===== config.mk =====
export PLATFORM = sky130hd
export DESIGN_NAME = flhp_ctrl
export DESIGN_NICKNAME = d
export VERILOG_FILES = /design/src/rtl/flhp_pkg.sv /design/src/rtl/flhp_ctrl.sv
export VERILOG_INCLUDE_DIRS = /design/src /design/src/rtl
export SDC_FILE = /design/constraint.sdc
export NUM_CORES = 1
export LEC_CHECK = 0
export BUFFER_PORTS_ARGS = -buffer_cell sky130_fd_sc_hd__buf_2
export CAP_MARGIN = 40
export CORE_AREA = 2 2 39 41
export CTS_CLUSTER_DIAMETER = 150
export DETAILED_ROUTE_END_ITERATION = 12
export DIE_AREA = 0 0 41 43
export PLACE_DENSITY_LB_ADDON = 0.1
export SLEW_MARGIN = 30
export SYNTH_ARGS = -nofsm -noshare
export SYNTH_HDL_FRONTEND = slang
export SYNTH_SLANG_ARGS = --single-unit

===== constraint.sdc =====
create_clock -name clk_i -period 1.1 [get_ports clk_i]
set_input_delay 0.055 -clock clk_i [delete_from_list [all_inputs] [get_ports clk_i]]
set_output_delay 0.055 -clock clk_i [all_outputs]
set_load 0.02 [all_outputs]

===== src/rtl/free_list_handle_pool_defines.svh =====
// Assertion macros shared by the pool modules.
`ifndef FREE_LIST_HANDLE_POOL_DEFINES_SVH
`define FREE_LIST_HANDLE_POOL_DEFINES_SVH

// Consequent must hold in the same cycle as the antecedent.
`define FLHP_ASSERT_SAME(label, clk, rst_n, ante, cons, msg) \
  label: assert property (@(posedge clk) disable iff (!rst_n) (ante) |-> (cons)) \
    else $error(msg);

// Consequent must hold in the cycle after the antecedent.
`define FLHP_ASSERT_NEXT(label, clk, rst_n, ante, cons, msg) \
  label: assert property (@(posedge clk) disable iff (!rst_n) (ante) |=> (cons)) \
    else $error(msg);

`endif


===== src/rtl/flhp_pkg.sv =====
`default_nettype none

package flhp_pkg;

  localparam int unsigned POOL_DEPTH = 256;
  localparam int unsigned SLOT_W     = $clog2(POOL_DEPTH);
  localparam int unsigned CNT_W      = $clog2(POOL_DEPTH + 1);
  localparam int unsigned CAP_W      = 9;
  localparam int unsigned DATA_W     = 32;
  localparam int unsigned IDX_W      = 16;
  localparam int unsigned CFG_IDX_W  = 1;

  typedef logic [CNT_W-1:0]  cnt_t;
  typedef logic [SLOT_W-1:0] slot_t;
  typedef logic [IDX_W-1:0]  idx_t;

  typedef enum logic [1:0] {
    FUNC_INIT   = 2'd0,
    FUNC_ALLOC  = 2'd1,
    FUNC_FREE   = 2'd2,
    FUNC_LOOKUP = 2'd3
  } func_e;

  typedef enum logic [1:0] {
    STATUS_OK           = 2'd0,
    STATUS_FULL         = 2'd1,
    STATUS_INVALID      = 2'd2,
    STATUS_ALREADY_FREE = 2'd3
  } status_e;

  typedef enum logic [CFG_IDX_W-1:0] {
    CFG_CAPACITY = 1'd0,
    CFG_PREFIX   = 1'd1
  } cfg_idx_e;

  typedef struct packed {
    func_e                     func;
    logic [DATA_W-1:0]         global_handle;
    logic signed [DATA_W-1:0]  first_payload;
    logic signed [DATA_W-1:0]  second_payload;
  } req_t;

  typedef struct packed {
    status_e                   status;
    logic signed [DATA_W-1:0]  allocated_handle;
    logic signed [DATA_W-1:0]  first_out;
    logic signed [DATA_W-1:0]  second_out;
  } res_t;

  // Controller to datapath.
  typedef struct packed {
    logic accept;
    logic sweep;
    logic exec;
  } cmd_t;

  // Datapath to controller.
  typedef struct packed {
    logic init_empty;
    logic sweep_last;
  } stat_t;

endpackage

`default_nettype wire


===== src/rtl/flhp_ctrl.sv =====
`default_nettype none
`include "free_list_handle_pool_defines.svh"

module flhp_ctrl (
  input  logic                  clk_i,
  input  logic                  rst_ni,
  input  logic                  start_i,
  input  flhp_pkg::func_e       func_i,
  input  flhp_pkg::stat_t       stat_i,
  output logic                  busy_o,
  output flhp_pkg::cmd_t        cmd_o
);

  typedef enum logic [2:0] {
    ST_IDLE = 3'b001,
    ST_EXEC = 3'b010,
    ST_INIT = 3'b100
  } state_e;

  state_e state_q, state_d;
  logic   accept;

  assign busy_o = (state_q != ST_IDLE);
  assign accept = start_i && !busy_o;

  always_comb begin
    state_d      = state_q;
    cmd_o.accept = 1'b0;
    cmd_o.sweep  = 1'b0;
    cmd_o.exec   = 1'b0;
    case (state_q)
      ST_IDLE: begin
        if (accept) begin
          cmd_o.accept = 1'b1;
          // an empty init skips the link sweep
          if (func_i == flhp_pkg::FUNC_INIT && !stat_i.init_empty) begin
            state_d = ST_INIT;
          end else begin
            state_d = ST_EXEC;
          end
        end
      end
      ST_INIT: begin
        cmd_o.sweep = 1'b1;
        if (stat_i.sweep_last) begin
          state_d = ST_EXEC;
        end
      end
      ST_EXEC: begin
        cmd_o.exec = 1'b1;
        state_d    = ST_IDLE;
      end
      default: begin
        state_d = ST_IDLE;
      end
    endcase
  end

  always_ff @(posedge clk_i or negedge rst_ni) begin
    if (!rst_ni) begin
      state_q <= ST_IDLE;
    end else begin
      state_q <= state_d;
    end
  end

  `FLHP_ASSERT_NEXT(a_accept_goes_busy, clk_i, rst_ni, accept, busy_o, "accepted transfer did not raise busy")
  `FLHP_ASSERT_NEXT(a_sweep_ends_in_exec, clk_i, rst_ni, (state_q == ST_INIT) && stat_i.sweep_last, state_q == ST_EXEC, "sweep end did not reach exec")
  `FLHP_ASSERT_NEXT(a_exec_one_cycle, clk_i, rst_ni, state_q == ST_EXEC, state_q == ST_IDLE, "exec lasted more than one cycle")

endmodule

`default_nettype wire


==> flow_summary.json <==
{
  "max_slew.worst_pin.slew_ps": 217,
  "final.min_clock_period_ps": 1320,
  "row_count": 14,
  "fin_nets": 37,
  "diodes": 0,
  "vias": 165,
  "overflow": 0,
  "fp.dieArea_um2": 1760,
  "critPathLaunch": "state_q[0]",
  "relSlewSlack_pct": 85.5,
  "syn_to_final_growth_pct": 87.8,
  "first_pass_iters": 1,
  "r2r_cells": 3,
  "cts_root_buffer": "clkbuf_4",
  "crit_path_end": "busy_o",
  "status": "finished with violations",
  "p_per_area_nw_per_um2": 1530,
  "setup_viol": 3,
  "timing.hold.ws_ps": 82.1,
  "io_pins": 11,
  "crit_type": "flip-flop to primary output",
  "mostFrequentLayoutCell": "buf_2",
  "worstReg2RegEnd": "state_q[2]",
  "final_cell_mix": "buf_2, clkbuf_4",
  "fillers": 168,
  "drc": 0,
  "final-seq-area_um2": 76.3,
  "grt_pass1_vias": 179,
  "syn_nets": 20,
  "crit_path_end_kind": "primary output",
  "hp-class": "input port to flip-flop",
  "place_congestion": 0.585,
  "cp.required_ps": 1040,
  "power_leakage_nw": 0.140,
  "synth_cell_types": 11,
  "rrSetupSlack_ps": 50,
  "finalClockSkew_ps": 0.276,
  "wl_per_cell_um": 8.44,
  "wl_um": 380,
  "start_util_pct": 11.1,
  "cts_sinks": 3,
  "die_h_um": 43,
  "maxSlewViolCount": 0,
  "regMostFlops": "state_q",
  "ys_ff_latch": 3,
  "dp_slack_ps": 14.1,
  "finalHoldViolCount": 0,
  "antenna_found_initial": 0,
  "place_area_um2": 224,
  "drive_above_1_share_pct": 58.6,
  "ys_warn_count": 0,
  "r2r_start": "state_q[0]",
  "die_x_um": 41,
  "cp.arrival_ps": 1270,
  "drt-initial-drc-count": 0,
  "largest_reg_flops": 3,
  "cts_max_level": 1,
  "top_regs": "state_q (3)",
  "max_freq_mhz": 756,
  "ys_seq_area_share_pct": 49.6,
  "io_buffer_count": 10,
  "ir_drop_v": 0.000253,
  "fin_setup_tns_ps": -459,
  "synthesis.area_um2": 154,
  "coreArea_um2": 1380,
  "crit_path_max_fanout": 4,
  "cts_inserted_buffers": 3,
  "grt_max_degree": 5,
  "cts_tree": "done",
  "grt.total_usage_pct": 5.94,
  "clockBufferDepth": 2,
  "rsz0062_at_grt": "true",
  "grt_pass1_wl_um": 614,
  "max_cap_violations": 0,
  "finalWorstSetupSlack_ps": -222,
  "multiInputGateArea_um2": 80.1,
  "finalInstanceArea_um2": 289,
  "clk_latency_ps": 230,
  "antenna_left": 0,
  "synthesis.instances": 13,
  "clkSlewWorstSetupHoldPaths_ps": 40,
  "startpoint_type": "flip-flop",
  "final_util_pct": 20.9,
  "avgSynthCellArea_um2": 11.8,
  "finalCritPeriodShare_pct": 120,
  "violations": "setup timing",
  "via_per_inst": 3.67
}
## worst min path at each step
stage | from | endpoint | depth (start not counted)
after floorplan | rst_ni | state_q[1] | 0
after global placement | rst_ni | state_q[2] | 1
after detailed placement | rst_ni | state_q[2] | 1
after CTS | stat_i[0] | state_q[1] | 2
after global routing | stat_i[0] | state_q[1] | 2
final | stat_i[0] | state_q[1] | 2
## logic make-up after synthesis
| kind of cell | after synthesis | share of synthesized area, % |
|---|---|---|
| buffers and inverters | 1 | 2.44 |
| AND/OR/NAND/NOR | 7 | 36.6 |
| flip-flops | 3 | 49.6 |
| AO/OA/AOI/OAI | 2 | 11.4 |
## routing by layer
layer  share of wire, %  global-route usage [%]
met5                  0                       0
met4                  0                    8.00
met3                9.7                    3.14
met2                 59                    8.13
met1                 31                    4.87
## synthesized netlist by cell type (all sizes together)
cell / number / share of area, %
dfrtp: 2 / 33
or3b: 1 / 5.7
and4bb: 1 / 8.1
or3: 1 / 4.1
nor2: 1 / 2.4
dfstp: 1 / 17
a22o: 2 / 11
nor3: 1 / 3.2
nor3b: 2 / 13
inv: 1 / 2.4
## critical path, stage by stage, from the launching register on
cell	delay, ps
dfstp_2	540
or3b_1	360
buf_6	140
## per-stage QoR
stage	total power, mW	instances
6_report	0.442	45
5_1_grt	0.462	45
4_1_cts	0.449	45
3_5_place_dp	0.219	39
3_3_place_gp	0.219	39
2_1_floorplan	0.186	13
## power breakdown
| group | switching (mW) | internal, mW | leakage [nW] |
|---|---|---|---|
| Sequential | 0.0119 | 0.126 | 0.0373 |
| Combinational | 0.0503 | 0.0609 | 0.0875 |
| Clock | 0.0572 | 0.136 | 0.0150 |
## layout make-up
cell class                      count  share of cell area (%)
Clock buffer                        4                    9.09
Inverter                            1                    1.30
Multi-Input combinational cell      9                    27.7
Sequential cell                     3                    26.4
Tap cell                           16                    6.93
Timing Repair Buffer               12                    28.6
## what timing repair did
action                                  CTS  global route
endpoints found under the hold margin     3             0
setup buffers                             1             0
endpoints found under the setup margin    3             6
gates resized for setup                   5             1
pin swaps                                 0             1
hold buffers                              1             0
No activity file was read; power rests on OpenSTA's default activity.
